$ cat src/sv/hbe_pkg.sv
// ----------------------------------------------------------------------------
// hbe_pkg
// Shared codes and command/status types of the bond energy accumulator.
// ----------------------------------------------------------------------------
`default_nettype none

package hbe_pkg;

    localparam int unsigned C_ENERGY_W = 63;
    localparam int unsigned C_K_W      = 32;
    localparam logic [C_ENERGY_W-1:0] C_ENERGY_MAX = '1;

    // Multiplier operand sources
    typedef logic [2:0] t_src;
    localparam t_src SRC_DX  = 3'd0;
    localparam t_src SRC_DY  = 3'd1;
    localparam t_src SRC_DZ  = 3'd2;
    localparam t_src SRC_S   = 3'd3;
    localparam t_src SRC_KS2 = 3'd4;

    // Datapath operations
    typedef logic [2:0] t_op;
    localparam t_op OP_NONE    = 3'd0;
    localparam t_op OP_SQ_INIT = 3'd1;
    localparam t_op OP_SQ_STEP = 3'd2;
    localparam t_op OP_STRETCH = 3'd3;
    localparam t_op OP_SAVE_S2 = 3'd4;
    localparam t_op OP_FINISH  = 3'd5;

    typedef struct packed {
        logic load;
        logic mul_go;
        t_src src;
        t_op  op;
    } t_cmd;

    typedef struct packed {
        logic last;
        logic out_busy;
    } t_status;

endpackage

`default_nettype wire

$ cat src/sv/hbe_if.sv
// ----------------------------------------------------------------------------
// hbe channel interfaces
// Bond input channel and energy result channel, valid/ready handshake.
// ----------------------------------------------------------------------------
`default_nettype none

interface hbe_in_if #(parameter int unsigned COORD_WIDTH = 32);
    logic                          valid;
    logic                          ready;
    logic signed [COORD_WIDTH-1:0] first_x;
    logic signed [COORD_WIDTH-1:0] first_y;
    logic signed [COORD_WIDTH-1:0] first_z;
    logic signed [COORD_WIDTH-1:0] second_x;
    logic signed [COORD_WIDTH-1:0] second_y;
    logic signed [COORD_WIDTH-1:0] second_z;
    logic [31:0]                   spring_k;
    logic [31:0]                   rest_length;
    logic                          last_bond;

    modport source (
        output valid, first_x, first_y, first_z, second_x, second_y, second_z,
        output spring_k, rest_length, last_bond,
        input  ready
    );
    modport sink (
        input  valid, first_x, first_y, first_z, second_x, second_y, second_z,
        input  spring_k, rest_length, last_bond,
        output ready
    );
endinterface

interface hbe_out_if;
    logic        valid;
    logic        ready;
    logic [62:0] total_energy;
    logic        saturated;

    modport source (output valid, total_energy, saturated, input ready);
    modport sink   (input valid, total_energy, saturated, output ready);
endinterface

`default_nettype wire

$ cat src/sv/harmonic_bond_energy_accumulator.sv
// ----------------------------------------------------------------------------
// Harmonic bond energy accumulator
// Sums k*(r - r0)^2 / 2 over a run of bonds and emits the saturating total.
// ----------------------------------------------------------------------------
// Usage:
//   i_bond carries one bond per transaction: two atom positions, the spring
//   constant, rest length and a last-bond flag. o_energy carries one total
//   per run, sent when the bond with last_bond set has been added; the
//   running sum and the saturation flag then clear for the next run.
//   One bond is worked at a time. The 32x32 multiplier is shared by all
//   products, and the square root yields one bit per cycle. A total
//   appears on o_energy in the cycle after its last bond finishes.
//   Reset clears the sum and flag and drops o_energy.valid; i_bond.ready
//   rises in the cycle after reset is released. A stalled receiver holds the
//   total in the output register; further bonds are still taken, and only a
//   following last bond waits for the slot to empty.
// ----------------------------------------------------------------------------
`default_nettype none

module harmonic_bond_energy_accumulator import hbe_pkg::*; #(
    parameter int unsigned FRAC_BITS   = 16,
    parameter int unsigned COORD_WIDTH = 32
) (
    input  logic      i_clk,
    input  logic      i_rst_n,
    hbe_in_if.sink    i_bond,
    hbe_out_if.source o_energy
);

    localparam int unsigned DW   = COORD_WIDTH + 1;
    localparam int unsigned SW   = (DW > 32) ? DW : 32;
    localparam int unsigned NS2C = (2 * SW + 31) / 32;
    localparam int unsigned CIW  = $clog2(NS2C);

    t_cmd           w_cmd;
    t_status        w_status;
    logic [CIW-1:0] w_ci, w_cj;
    logic           w_in_ready;

    assign i_bond.ready = w_in_ready;

    hbe_ctrl #(
        .COORD_WIDTH (COORD_WIDTH)
    ) u_ctrl (
        .i_clk      (i_clk),
        .i_rst_n    (i_rst_n),
        .i_in_valid (i_bond.valid),
        .o_in_ready (w_in_ready),
        .i_status   (w_status),
        .o_cmd      (w_cmd),
        .o_ci       (w_ci),
        .o_cj       (w_cj)
    );

    hbe_dp #(
        .COORD_WIDTH (COORD_WIDTH),
        .FRAC_BITS   (FRAC_BITS)
    ) u_dp (
        .i_clk          (i_clk),
        .i_rst_n        (i_rst_n),
        .i_cmd          (w_cmd),
        .i_ci           (w_ci),
        .i_cj           (w_cj),
        .i_first_x      (i_bond.first_x),
        .i_first_y      (i_bond.first_y),
        .i_first_z      (i_bond.first_z),
        .i_second_x     (i_bond.second_x),
        .i_second_y     (i_bond.second_y),
        .i_second_z     (i_bond.second_z),
        .i_spring_k     (i_bond.spring_k),
        .i_rest_length  (i_bond.rest_length),
        .i_last_bond    (i_bond.last_bond),
        .i_out_ready    (o_energy.ready),
        .o_status       (w_status),
        .o_out_valid    (o_energy.valid),
        .o_total_energy (o_energy.total_energy),
        .o_saturated    (o_energy.saturated)
    );

endmodule

`default_nettype wire

$ cat src/sv/hbe_ctrl.sv
// ----------------------------------------------------------------------------
// hbe_ctrl
// Sequencer: steps the shared multiplier, square root and accumulate ops.
// ----------------------------------------------------------------------------
`default_nettype none

module hbe_ctrl import hbe_pkg::*; #(
    parameter int unsigned COORD_WIDTH = 32
) (
    input  logic      i_clk,
    input  logic      i_rst_n,
    input  logic      i_in_valid,
    output logic      o_in_ready,
    input  t_status   i_status,
    output t_cmd      o_cmd,
    output logic [$clog2(((2*(((COORD_WIDTH+1) > 32) ? (COORD_WIDTH+1) : 32))+31)/32)-1:0]
                      o_ci,
    output logic [$clog2(((2*(((COORD_WIDTH+1) > 32) ? (COORD_WIDTH+1) : 32))+31)/32)-1:0]
                      o_cj
);

    localparam int unsigned DW   = COORD_WIDTH + 1;
    localparam int unsigned SW   = (DW > 32) ? DW : 32;
    localparam int unsigned S2W  = 2 * SW;
    localparam int unsigned NDC  = (DW + 31) / 32;
    localparam int unsigned NSC  = (SW + 31) / 32;
    localparam int unsigned NS2C = (S2W + 31) / 32;
    localparam int unsigned CIW  = $clog2(NS2C);
    localparam int unsigned CNTW = $clog2(DW);

    localparam logic [2:0] ST_IDLE    = 3'd0;
    localparam logic [2:0] ST_MUL     = 3'd1;
    localparam logic [2:0] ST_DRAIN   = 3'd2;
    localparam logic [2:0] ST_SQ_INIT = 3'd3;
    localparam logic [2:0] ST_SQRT    = 3'd4;
    localparam logic [2:0] ST_STRETCH = 3'd5;
    localparam logic [2:0] ST_SAVE    = 3'd6;
    localparam logic [2:0] ST_FINISH  = 3'd7;

    logic [2:0]      r_state, n_state;
    t_src            r_src, n_src;
    logic [CIW-1:0]  r_ci, n_ci;
    logic [CIW-1:0]  r_cj, n_cj;
    logic [CNTW-1:0] r_cnt, n_cnt;
    logic            r_live;
    logic [CIW-1:0]  w_na_last;
    logic [CIW-1:0]  w_nb_last;

    assign o_in_ready = (r_state == ST_IDLE) && r_live;
    assign o_ci       = r_ci;
    assign o_cj       = r_cj;

    always_comb begin
        case (r_src)
            SRC_KS2: begin
                w_na_last = CIW'(NS2C - 1);
                w_nb_last = '0;
            end
            SRC_S: begin
                w_na_last = CIW'(NSC - 1);
                w_nb_last = CIW'(NSC - 1);
            end
            default: begin
                w_na_last = CIW'(NDC - 1);
                w_nb_last = CIW'(NDC - 1);
            end
        endcase
    end

    always_comb begin
        n_state    = r_state;
        n_src      = r_src;
        n_ci       = r_ci;
        n_cj       = r_cj;
        n_cnt      = r_cnt;
        o_cmd      = '0;
        o_cmd.src  = r_src;
        case (r_state)
            ST_IDLE: begin
                if (i_in_valid && r_live) begin
                    o_cmd.load = 1'b1;
                    n_src      = SRC_DX;
                    n_ci       = '0;
                    n_cj       = '0;
                    n_state    = ST_MUL;
                end
            end
            ST_MUL: begin
                o_cmd.mul_go = 1'b1;
                if (r_cj == w_nb_last) begin
                    n_cj = '0;
                    if (r_ci == w_na_last) begin
                        n_ci = '0;
                        // chain the three squares into one sum
                        case (r_src)
                            SRC_DX:  n_src = SRC_DY;
                            SRC_DY:  n_src = SRC_DZ;
                            default: n_state = ST_DRAIN;
                        endcase
                    end else begin
                        n_ci = r_ci + 1'b1;
                    end
                end else begin
                    n_cj = r_cj + 1'b1;
                end
            end
            ST_DRAIN: begin
                case (r_src)
                    SRC_DZ:  n_state = ST_SQ_INIT;
                    SRC_S:   n_state = ST_SAVE;
                    default: n_state = ST_FINISH;
                endcase
            end
            ST_SQ_INIT: begin
                o_cmd.op = OP_SQ_INIT;
                n_cnt    = CNTW'(DW - 1);
                n_state  = ST_SQRT;
            end
            ST_SQRT: begin
                o_cmd.op = OP_SQ_STEP;
                if (r_cnt == '0) begin
                    n_state = ST_STRETCH;
                end else begin
                    n_cnt = r_cnt - 1'b1;
                end
            end
            ST_STRETCH: begin
                o_cmd.op = OP_STRETCH;
                n_src    = SRC_S;
                n_state  = ST_MUL;
            end
            ST_SAVE: begin
                o_cmd.op = OP_SAVE_S2;
                n_src    = SRC_KS2;
                n_state  = ST_MUL;
            end
            ST_FINISH: begin
                // hold while a finished total still waits at the output
                if (!(i_status.last && i_status.out_busy)) begin
                    o_cmd.op = OP_FINISH;
                    n_state  = ST_IDLE;
                end
            end
            default: begin
                n_state = ST_IDLE;
            end
        endcase
    end

    always_ff @(posedge i_clk) begin
        if (!i_rst_n) begin
            r_state <= ST_IDLE;
            r_src   <= SRC_DX;
            r_ci    <= '0;
            r_cj    <= '0;
            r_cnt   <= '0;
            r_live  <= 1'b0;
        end else begin
            r_state <= n_state;
            r_src   <= n_src;
            r_ci    <= n_ci;
            r_cj    <= n_cj;
            r_cnt   <= n_cnt;
            r_live  <= 1'b1;
        end
    end

endmodule

`default_nettype wire

$ cat src/sv/hbe_dp.sv
// ----------------------------------------------------------------------------
// hbe_dp
// Datapath: chunked multiply-accumulate, bit-serial square root, energy sum.
// ----------------------------------------------------------------------------
`default_nettype none

module hbe_dp import hbe_pkg::*; #(
    parameter int unsigned COORD_WIDTH = 32,
    parameter int unsigned FRAC_BITS   = 16
) (
    input  logic                          i_clk,
    input  logic                          i_rst_n,
    input  t_cmd                          i_cmd,
    input  logic [$clog2(((2*(((COORD_WIDTH+1) > 32) ? (COORD_WIDTH+1) : 32))+31)/32)-1:0]
                                          i_ci,
    input  logic [$clog2(((2*(((COORD_WIDTH+1) > 32) ? (COORD_WIDTH+1) : 32))+31)/32)-1:0]
                                          i_cj,
    input  logic signed [COORD_WIDTH-1:0] i_first_x,
    input  logic signed [COORD_WIDTH-1:0] i_first_y,
    input  logic signed [COORD_WIDTH-1:0] i_first_z,
    input  logic signed [COORD_WIDTH-1:0] i_second_x,
    input  logic signed [COORD_WIDTH-1:0] i_second_y,
    input  logic signed [COORD_WIDTH-1:0] i_second_z,
    input  logic [C_K_W-1:0]              i_spring_k,
    input  logic [C_K_W-1:0]              i_rest_length,
    input  logic                          i_last_bond,
    input  logic                          i_out_ready,
    output t_status                       o_status,
    output logic                          o_out_valid,
    output logic [C_ENERGY_W-1:0]         o_total_energy,
    output logic                          o_saturated
);

    localparam int unsigned CW   = COORD_WIDTH;
    localparam int unsigned DW   = CW + 1;
    localparam int unsigned SW   = (DW > 32) ? DW : 32;
    localparam int unsigned S2W  = 2 * SW;
    localparam int unsigned PW   = S2W + 32;
    localparam int unsigned NS2C = (S2W + 31) / 32;
    localparam int unsigned CIW  = $clog2(NS2C);
    localparam int unsigned OPW  = NS2C * 32;
    localparam int unsigned SH   = 2 * FRAC_BITS + 1;
    localparam int unsigned RW   = DW;
    localparam int unsigned REMW = RW + 3;

    function automatic logic [DW-1:0] f_abs_diff(input logic [CW-1:0] a,
                                                 input logic [CW-1:0] b);
        logic [DW-1:0] d;
        d = {a[CW-1], a} - {b[CW-1], b};
        return d[DW-1] ? (~d + 1'b1) : d;
    endfunction

    // operands and multiplier
    logic [DW-1:0]          r_dx, r_dy, r_dz;
    logic [C_K_W-1:0]       r_k;
    logic [C_K_W-1:0]       r_r0;
    logic                   r_last;
    logic [63:0]            r_pp;
    logic [CIW:0]           r_psh;
    logic                   r_ppv;
    logic [PW-1:0]          r_acc;
    logic [OPW-1:0]         w_a, w_b;
    logic [31:0]            w_a_chunk, w_b_chunk;
    logic [63:0]            w_pp;
    logic [PW-1:0]          w_acc_add;

    // square root
    logic [2*RW-1:0]        r_rad;
    logic [REMW-1:0]        r_rem;
    logic [RW-1:0]          r_root;
    logic [REMW-1:0]        w_rem2, w_trial;
    logic                   w_ge;

    // stretch and energy
    logic [SW-1:0]          r_s;
    logic [S2W-1:0]         r_s2;
    logic [SW-1:0]          w_root_x, w_r0_x, w_s;
    logic [PW-1:0]          w_q;
    logic                   w_ovf;
    logic [C_ENERGY_W:0]    w_sum64;
    logic                   w_clip;
    logic [C_ENERGY_W-1:0]  w_new_sum;
    logic                   w_new_clamp;
    logic [C_ENERGY_W-1:0]  r_sum;
    logic                   r_clamp;
    logic                   r_ov;
    logic [C_ENERGY_W-1:0]  r_oe;
    logic                   r_os;

    always_comb begin
        case (i_cmd.src)
            SRC_DX: begin
                w_a = OPW'(r_dx);
                w_b = OPW'(r_dx);
            end
            SRC_DY: begin
                w_a = OPW'(r_dy);
                w_b = OPW'(r_dy);
            end
            SRC_DZ: begin
                w_a = OPW'(r_dz);
                w_b = OPW'(r_dz);
            end
            SRC_S: begin
                w_a = OPW'(r_s);
                w_b = OPW'(r_s);
            end
            default: begin
                w_a = OPW'(r_s2);
                w_b = OPW'(r_k);
            end
        endcase
    end

    assign w_a_chunk = 32'(w_a >> {i_ci, 5'b0});
    assign w_b_chunk = 32'(w_b >> {i_cj, 5'b0});
    assign w_pp      = 64'(w_a_chunk) * 64'(w_b_chunk);
    assign w_acc_add = r_acc + (PW'(r_pp) << {r_psh, 5'b0});

    // one result bit per step: bring down two radicand bits, try root*4+1
    assign w_rem2  = {r_rem[REMW-3:0], r_rad[2*RW-1 -: 2]};
    assign w_trial = REMW'({r_root, 2'b01});
    assign w_ge    = (w_rem2 >= w_trial);

    assign w_root_x = SW'(r_root);
    assign w_r0_x   = SW'(r_r0);
    assign w_s      = (w_root_x >= w_r0_x) ? (w_root_x - w_r0_x) : (w_r0_x - w_root_x);

    assign w_q         = r_acc >> SH;
    assign w_ovf       = |(w_q >> C_ENERGY_W);
    assign w_sum64     = {1'b0, r_sum} + {1'b0, w_q[C_ENERGY_W-1:0]};
    assign w_clip      = w_ovf | w_sum64[C_ENERGY_W];
    assign w_new_sum   = w_clip ? C_ENERGY_MAX : w_sum64[C_ENERGY_W-1:0];
    assign w_new_clamp = r_clamp | w_clip;

    assign o_status.last     = r_last;
    assign o_status.out_busy = r_ov & ~i_out_ready;
    assign o_out_valid       = r_ov;
    assign o_total_energy    = r_oe;
    assign o_saturated       = r_os;

    always_ff @(posedge i_clk) begin
        if (!i_rst_n) begin
            r_ppv   <= 1'b0;
            r_sum   <= '0;
            r_clamp <= 1'b0;
            r_ov    <= 1'b0;
        end else begin
            r_ppv <= i_cmd.mul_go;
            if ((i_cmd.op == OP_FINISH) && r_last) begin
                r_ov    <= 1'b1;
                r_sum   <= '0;
                r_clamp <= 1'b0;
            end else begin
                if (r_ov && i_out_ready) begin
                    r_ov <= 1'b0;
                end
                if (i_cmd.op == OP_FINISH) begin
                    r_sum   <= w_new_sum;
                    r_clamp <= w_new_clamp;
                end
            end
        end
    end

    always_ff @(posedge i_clk) begin
        if (i_cmd.load) begin
            r_dx   <= f_abs_diff(i_first_x, i_second_x);
            r_dy   <= f_abs_diff(i_first_y, i_second_y);
            r_dz   <= f_abs_diff(i_first_z, i_second_z);
            r_k    <= i_spring_k;
            r_r0   <= i_rest_length;
            r_last <= i_last_bond;
        end
        r_pp  <= w_pp;
        r_psh <= {1'b0, i_ci} + {1'b0, i_cj};

        if (i_cmd.load) begin
            r_acc <= '0;
        end else if (r_ppv) begin
            r_acc <= w_acc_add;
        end else begin
            case (i_cmd.op)
                OP_STRETCH, OP_SAVE_S2: r_acc <= '0;
                default:                r_acc <= r_acc;
            endcase
        end

        case (i_cmd.op)
            OP_SQ_INIT: begin
                r_rad  <= r_acc[2*RW-1:0];
                r_rem  <= '0;
                r_root <= '0;
            end
            OP_SQ_STEP: begin
                r_rad  <= {r_rad[2*RW-3:0], 2'b00};
                r_rem  <= w_ge ? (w_rem2 - w_trial) : w_rem2;
                r_root <= {r_root[RW-2:0], w_ge};
            end
            OP_STRETCH: begin
                r_s <= w_s;
            end
            OP_SAVE_S2: begin
                r_s2 <= r_acc[S2W-1:0];
            end
            OP_FINISH: begin
                if (r_last) begin
                    r_oe <= w_new_sum;
                    r_os <= w_new_clamp;
                end
            end
            default: begin
                r_s <= r_s;
            end
        endcase
    end

endmodule

`default_nettype wire

$ cat src/flat_wrapper.sv
// flat-port wrapper written by rule: the top's interface ports become plain ports
module harmonic_bond_energy_accumulator_flat import hbe_pkg::*;
#(
    parameter int unsigned FRAC_BITS   = 16,
    parameter int unsigned COORD_WIDTH = 32
)
  (i_clk, i_rst_n, i_bond_valid, i_bond_first_x, i_bond_first_y, i_bond_first_z, i_bond_second_x, i_bond_second_y, i_bond_second_z, i_bond_spring_k, i_bond_rest_length, i_bond_last_bond, i_bond_ready, o_energy_valid, o_energy_total_energy, o_energy_saturated, o_energy_ready);
  hbe_in_if #(.COORD_WIDTH(COORD_WIDTH)) i_bond_i ();
  hbe_out_if o_energy_i ();
  input  logic i_clk;
  input  logic i_rst_n;
  input wire logic [$bits(i_bond_i.valid)-1:0] i_bond_valid;
  input wire logic [$bits(i_bond_i.first_x)-1:0] i_bond_first_x;
  input wire logic [$bits(i_bond_i.first_y)-1:0] i_bond_first_y;
  input wire logic [$bits(i_bond_i.first_z)-1:0] i_bond_first_z;
  input wire logic [$bits(i_bond_i.second_x)-1:0] i_bond_second_x;
  input wire logic [$bits(i_bond_i.second_y)-1:0] i_bond_second_y;
  input wire logic [$bits(i_bond_i.second_z)-1:0] i_bond_second_z;
  input wire logic [$bits(i_bond_i.spring_k)-1:0] i_bond_spring_k;
  input wire logic [$bits(i_bond_i.rest_length)-1:0] i_bond_rest_length;
  input wire logic [$bits(i_bond_i.last_bond)-1:0] i_bond_last_bond;
  output wire logic [$bits(i_bond_i.ready)-1:0] i_bond_ready;
  output wire logic [$bits(o_energy_i.valid)-1:0] o_energy_valid;
  output wire logic [$bits(o_energy_i.total_energy)-1:0] o_energy_total_energy;
  output wire logic [$bits(o_energy_i.saturated)-1:0] o_energy_saturated;
  input wire logic [$bits(o_energy_i.ready)-1:0] o_energy_ready;
  assign i_bond_i.valid = i_bond_valid;
  assign i_bond_i.first_x = i_bond_first_x;
  assign i_bond_i.first_y = i_bond_first_y;
  assign i_bond_i.first_z = i_bond_first_z;
  assign i_bond_i.second_x = i_bond_second_x;
  assign i_bond_i.second_y = i_bond_second_y;
  assign i_bond_i.second_z = i_bond_second_z;
  assign i_bond_i.spring_k = i_bond_spring_k;
  assign i_bond_i.rest_length = i_bond_rest_length;
  assign i_bond_i.last_bond = i_bond_last_bond;
  assign i_bond_ready = i_bond_i.ready;
  assign o_energy_valid = o_energy_i.valid;
  assign o_energy_total_energy = o_energy_i.total_energy;
  assign o_energy_saturated = o_energy_i.saturated;
  assign o_energy_i.ready = o_energy_ready;
  harmonic_bond_energy_accumulator #(.FRAC_BITS(FRAC_BITS), .COORD_WIDTH(COORD_WIDTH)) u_core (.i_clk(i_clk), .i_rst_n(i_rst_n), .i_bond(i_bond_i), .o_energy(o_energy_i));
endmodule
$ cat config.mk
export PLATFORM = sky130hd
export DESIGN_NAME = harmonic_bond_energy_accumulator_flat
export DESIGN_NICKNAME = d
export VERILOG_FILES = /design/src/sv/hbe_pkg.sv /design/src/sv/hbe_if.sv /design/src/sv/harmonic_bond_energy_accumulator.sv /design/src/sv/hbe_ctrl.sv /design/src/sv/hbe_dp.sv /design/src/flat_wrapper.sv
export SDC_FILE = /design/constraint.sdc
export NUM_CORES = 2
export LEC_CHECK = 0
export ABC_AREA = 1
export ABC_CLOCK_PERIOD_IN_PS = 13700
export CAP_MARGIN = 20
export CORE_ASPECT_RATIO = 1.75
export CORE_UTILIZATION = 50
export CTS_BUF_LIST = sky130_fd_sc_hd__clkbuf_2
export DETAILED_ROUTE_END_ITERATION = 16
export DONT_BUFFER_PORTS = 1
export PLACE_DENSITY = 0.68
export SLEW_MARGIN = 20
export SYNTH_ARGS = -nofsm -noshare
export SYNTH_HDL_FRONTEND = slang
export SYNTH_HIERARCHICAL = 1
export SYNTH_SLANG_ARGS = --single-unit
$ cat constraint.sdc
create_clock -name i_clk -period 13.7 [get_ports i_clk]
set_clock_uncertainty 0.1 [all_clocks]
set_input_delay 3.425 -clock i_clk [delete_from_list [all_inputs] [get_ports i_clk]]
set_output_delay 3.425 -clock i_clk [all_outputs]
set_load 0.05 [all_outputs]
# [Yosys cells after proc, flatten, opt, wreduce, memory -nomap -nowiden]
# Cells that the tools add are included.
[totals] regBits=708 in_bits=261 wordCells=153
[classes] addsub=15 n_mul=1 n_lt_le_gt_ge=2 n_eq_ne=26 shift=3 n_mux=44 n_bitwise=8 reduce_logical=25
[ops] op="one-hot mux 66 bit (4 select lines)" n=1
[ops] op="2-to-1 mux 98 bit" n=2
[ops] op="one-hot mux 33 bit (4 select lines)" n=1
[ops] op="one-hot mux 66 bit (2 select lines)" n=1
[ops] op="adder 33 x 1 -> 33 bit (second input constant)" n=3
[ops] op="NOT 33 bit" n=3
[ops] op="subtractor 32 x 32 -> 33 bit" n=3
[ops] op="adder 98 bit" n=1
[ops] op="left shift 64 x 8 -> 98 bit" n=1
[ops] op="2-to-1 mux 32 bit" n=3
[ops] op=">> shifter 96 x 7 -> 32 bit" n=1
[ops] op="one-hot mux 34 bit (2 select lines)" n=1
[ops] op="one-hot mux 33 bit (2 select lines)" n=1
[ops] op=">> shifter 66 x 7 -> 32 bit" n=1
[ops] op="adder 63 x 63 -> 64 bit" n=1
[ops] op="multiplier 32 x 32 -> 64 bit" n=1
[ops] op="2-to-1 mux 63 bit" n=1
[ops] op="greater-or-equal comparator 36 x 35 -> 1 bit" n=1
[ops] op="2-to-1 mux 34 bit" n=1
[ops] op="subtractor 34 bit" n=1
[ops] op="greater-or-equal comparator 33 x 32 -> 1 bit" n=1
[ops] op="2-to-1 mux 33 bit" n=1
[ops] op="subtractor 32 x 33 -> 33 bit" n=1
[ops] op="subtractor 33 x 32 -> 33 bit" n=1
[ops] op="other kinds (33)" n=91

# [Longest topological paths before layout]
[logic_depth] depth_word=9 depth_mapped=40

# [Cells and area by module]
# Netlist, hierarchy kept.
[modules_own_cells] module="hbe_dp" n_inst=1 cells_each=12414 area_each_um2=88996.6 seq_area_each_um2=18437.7
[modules_own_cells] module="hbe_ctrl" n_inst=1 cells_each=174 area_each_um2=1092.3 seq_area_each_um2=340.3

# [Worst setup path after synthesis]
# OpenSTA, ideal clock, no wires.
[synth_timing] kind="input port to flip-flop" startpoint="input o_energy_ready" endpoint="register u_core.u_dp.r_rad[0] (enable)" t_arrival_ns=13.285 t_required_ns=12.791 slack_ns=-0.494 path_stages=6 path_buffers=0 path_cell_list="nor2_1 nand2_1 nor2_1 o21ai_0 nand2_1 o21ai_0"
[synth_lines] item="start: declaration" line="flat_wrapper.sv:26" rtl="input wire logic [$bits(o_energy_i.ready)-1:0] o_energy_ready;"
[synth_lines] item="end signal: assignment" line="hbe_dp.sv:191" rtl="r_rad <= r_acc[2*RW-1:0];"
[synth_lines] item="end signal: assignment" line="hbe_dp.sv:196" rtl="r_rad <= {r_rad[2*RW-3:0], 2'b00};"
[synth_lines] item="end: declaration" line="hbe_dp.sv:68" rtl="logic [2*RW-1:0] r_rad;"

# [Worst setup path in the final report]
[layout_timing] startpoint="register u_core.u_ctrl.r_src[2]" endpoint="register u_core.u_dp.r_pp[52]"
[layout_between] elab_chain_len=4 word_cells_on_any_way=9 cone_classes="mul (1); eq/ne (3); shift (2); mux (2); reduce/logical (1)"
[layout_rtl] item="start: declaration" line="hbe_ctrl.sv:41" rtl="t_src r_src, n_src;"
[layout_rtl] item="start signal: assignment" line="hbe_ctrl.sv:160" rtl="r_src <= n_src;"
[layout_rtl] item="equality test 3 x 2 -> 1 bit (tied with other cells)" line="hbe_dp.sv:91" rtl="case (i_cmd.src)"
[layout_rtl] item="one-hot mux 66 bit (4 select lines) or one-hot mux 33 bit (4 select lines) (tied branches)" line="hbe_dp.sv:91"
[layout_rtl] item=">> shifter 66 x 7 -> 32 bit or >> shifter 96 x 7 -> 32 bit (tied branches)" line="hbe_dp.sv:115, hbe_dp.sv:116"
[layout_rtl] item="multiplier 32 x 32 -> 64 bit *" line="hbe_dp.sv:117" rtl="assign w_pp = 64'(w_a_chunk) * 64'(w_b_chunk);"
[layout_rtl] item="via u_core.u_dp.w_pp[52]" line="hbe_dp.sv:64" rtl="logic [63:0] w_pp;"
[layout_rtl] item="end signal: assignment" line="hbe_dp.sv:175" rtl="r_pp <= w_pp;"
[layout_rtl] item="end: declaration" line="hbe_dp.sv:58" rtl="logic [63:0] r_pp;"
# The timed path passes the listed nets; every way through them passes the cells marked *.
# A chain may end at the register's enable or synchronous reset.

==> summary.md <==
| Metric | Value |
|---|---|
| Crit path required time | 14870 ps |
| Slew Limit Fails | 0 |
| Critical Path Source Type | register |
| Sequential fraction of the synthesis area | 0.208 |
| Max_slew headroom | 0.0869 |
| Total CTS buffers | 184 |
| Run status | finished, final reports clean |
| Die area | 182000 um2 |
| WL/cell | 29.5 um |
| CP dominant cell by count | fa_1 |
| Clock latency on the worst-skew pair | 1580 ps |
| Reg2reg end | u_core/u_dp/r_pp[52] |
| Pin count of the biggest net entering global routing | 99 |
| Die Wd | 323 um |
| Resized Gates After CTS | 0 |
| CTS tree | built |
| Max Clock Freq | 0.0829 GHz |
| Reg2reg path depth | 33 |
| Sum Neg Setup Slack | 0 ps |
| Post-cts hold buffer count | 0 |
| R2r setup slk | 1640 ps |
| Vias in the first global route | 91459 |
| Number of flops mapped to enable cells by yosys | 460 |
| R2r startpoint | u_core/u_ctrl/r_src[2] |
| Antenna violations before repair | 72 |
| First-pass detailed-route iteration total | 9 |
| First DRT Iteration DRCs | 10500 |
| Mapped Cells | 12588 |
| DRC | 0 |
| Gr usage total | 0.501 |
| Yosys cell types | 63 |
| Largest stage delay, worst path | 850 ps |
| Critical path depth | 33 |
| Post-synthesis cell area | 90100 um2 |
| CP max FO | 34 |
| Setup crit end | u_core/u_dp/r_pp[52] |
| Crit path DAT | 13220 ps |
| Die height | 564 um |
| RSZ-0062 raised after global routing | no |
| Largest delay contributor family on the critical path | adder cells |
| Top FF cell, synth | edfxtp_1 |
| Clk root buf | clkbuf_2 |
| Clock sinks | 708 |
| Clock buffer depth | 4 |
| Maxcap violations | 0 |
| Worst Tran Pin Value | 1360 ps |
| Post-DR vias/cell | 6.01 |
| Vias | 90810 |
| Core Rows | 205 |
| DRT antenna net count | 0 |
| Avg Cell Area, Syn | 7.16 um2 |
| HP Class | reg2reg |
| Core box area | 179000 um2 |
| FILL cells | 17676 |
| Final hold vios | 0 |
| Async set-reset flop share out of synthesis | 0 |
| DP Cell Count | 14710 |
| Synthesis-stage register bit count | 708 |
| Final std cells w/o fill | 15106 |
| Post-CTS Setup Inserts | 0 |
| Tcrit/Tclk final | 0.880 |
| Initial Util | 0.505 |
| Grt total ovfl | 0 |
| Top-level I/O count | 327 |
| Port Buf Inserts | 0 |
| Synth warn | 6 |
| CP bufs+invs | 9 |
| Syn_nets | 14377 |
| CP Capture Type | register |
| Layout Nets | 14310 |
| Setup violations, final | 0 |
| Slowest CP cell | nand2_1 |
| CP Launch Point | u_core/u_ctrl/r_src[2] |
| Global-route wire length before repair | 638000 um |
| Crit path kind | reg2reg |
| Crit path time final | 12060 ps |
| Layout cell share with drive strength beyond 1 | 0.0524 |
| Syn-to-layout area delta | 4.71% |
| DP HPWL | 343000 um |
| Final Wtd Congestion | 1.12 |
| WL final | 445000 um |
| H-tree depth | 4 |
| Clock slew at reported path FFs | 120 ps |
state kept, by name (all words and copies together) (netlist names), 6 cells and up:
name / count
u_core/u_ctrl/r_cnt: 6
u_core/u_dp/r_dy: 33
u_core/u_dp/r_s2: 66
u_core/u_dp/r_sum: 63
u_core/u_dp/r_r0: 32
u_core/u_dp/r_dx: 33
u_core/u_dp/r_rem: 34
u_core/u_dp/r_acc: 98
u_core/u_dp/r_root: 33
u_core/u_dp/o_total_energy: 63
u_core/u_dp/r_dz: 33
u_core/u_dp/r_rad: 66
u_core/u_dp/r_s: 33
u_core/u_dp/r_k: 32
u_core/u_dp/r_pp: 64
final cells by class:
class	instances	area, um2	share of cell area
diodes	68	170	0.00180
clock buffers	241	1210	0.0128
clock inverters	82	659	0.00699
inverters	2402	9030	0.0957
multi-input cells	9131	60700	0.644
flip-flops and latches	708	18800	0.199
well taps	2380	2980	0.0316
repair buffers	94	773	0.00820
kinds of logic (layout without fill, tap and decap cells):
family                     Yosys count  count (layout)  share of synthesized area
AOI/OAI and AO/OA                 1500            1500                     0.0942
xor gates and xnor gates           250             250                     0.0244
adders and majority gates         1528            1528                      0.288
muxes                                2               2                   0.000222
other                                0              68                          0
and+or+nand+nor                   5851            5851                      0.267
DFF                                708             708                      0.208
buffers and inverters             2749            2819                      0.119
layer usage:
metal	global-route usage	share of wire	vias up
met5	0.00503	0.00064	-
met4	0.584	0.14	38
met3	0.209	0.11	2697
met2	0.777	0.45	6260
met1	0.461	0.30	42707
li1	-	-	39108
worst min path at each step:
stage                                     from                   to  slack [ps]  cells after the start
after floorplan            u_core/u_dp/r_clamp  u_core/u_dp/r_clamp         330                      2
after CTS                 u_core/u_dp/r_acc[5]  u_core/u_dp/r_s2[5]         160                      0
final                     u_core/u_dp/r_acc[3]  u_core/u_dp/r_s2[3]         190                      0
after global placement     u_core/u_dp/r_clamp  u_core/u_dp/r_clamp         350                      2
after global routing      u_core/u_dp/r_acc[5]  u_core/u_dp/r_s2[5]         190                      0
after detailed placement   u_core/u_dp/r_clamp  u_core/u_dp/r_clamp         360                      2
metrics by stage:
step / hold WS [ps] / setup WS, ps / area, um2 / util
2_1_floorplan: 329 / 2020 / 90100 / -
3_3_place_gp: 349 / 2940 / 92100 / 0.516
3_5_place_dp: 359 / 2950 / 92200 / 0.516
4_1_cts: 155 / 2840 / 94000 / 0.527
5_1_grt: 194 / 1570 / 94200 / 0.528
6_report: 192 / 1640 / 94300 / 0.528
worst register-to-register path: cells and delay by family (launching register included):
family / cells / cell delay (ps)
buffers and inverters: 9 / 2280
and+or+nand+nor: 12 / 3650
xor gates and xnor gates: 1 / 150
adders and majority gates: 9 / 4840
AOI/OAI and AO/OA: 2 / 270
DFF: 1 / 580
cell usage after synthesis (all sizes together) (2+ instances only):
cell type	n	area (um2)
o2111ai	4	35.0
nor4	18	113
a311oi	21	278
o211ai	17	128
buf	211	1140
a21o	31	233
and3	17	106
xnor2	97	857
inv	2396	9000
nand3b	39	293
nor3	163	1090
clkinv	6	22.5
nor2	1684	6490
nand3	489	2520
fa	904	18100
dfxtp	248	4960
o21bai	76	574
o31ai	4	30.0
a21oi	699	3510
o22ai	30	188
and2	7	43.8
a31oi	41	257
nand2	3319	12600
o21a	32	240
o221ai	3	26.3
nand4	101	644
ha	624	7810
a211oi	6	45.0
edfxtp	460	13800
or2	11	68.8
a221oi	13	120
a21boi	72	544
o21ai	449	2270
mux2i	2	20.0
xor2	153	1340
clkbuf	136	526
cells in the final DEF, fill, tap and decap left out, drive strengths merged, types with 6 or more instances in the layout:
master	n
a211oi	6
a21boi	72
a21o	31
a21oi	699
a221oi	13
a311oi	21
a31oi	41
and2	7
and3	17
buf	93
bufinv	12
clkbuf	242
clkinv	75
dfxtp	248
diode	68
edfxtp	460
fa	904
ha	624
inv	2397
nand2	3319
nand3	489
nand3b	39
nand4	101
nor2	1684
nor3	163
nor4	18
o211ai	17
o21a	32
o21ai	449
o21bai	76
o22ai	30
or2	11
xnor2	97
xor2	153
Power is not shown: default switching activity piles up to over one toggle a cycle in this logic, so the estimate is an artifact.
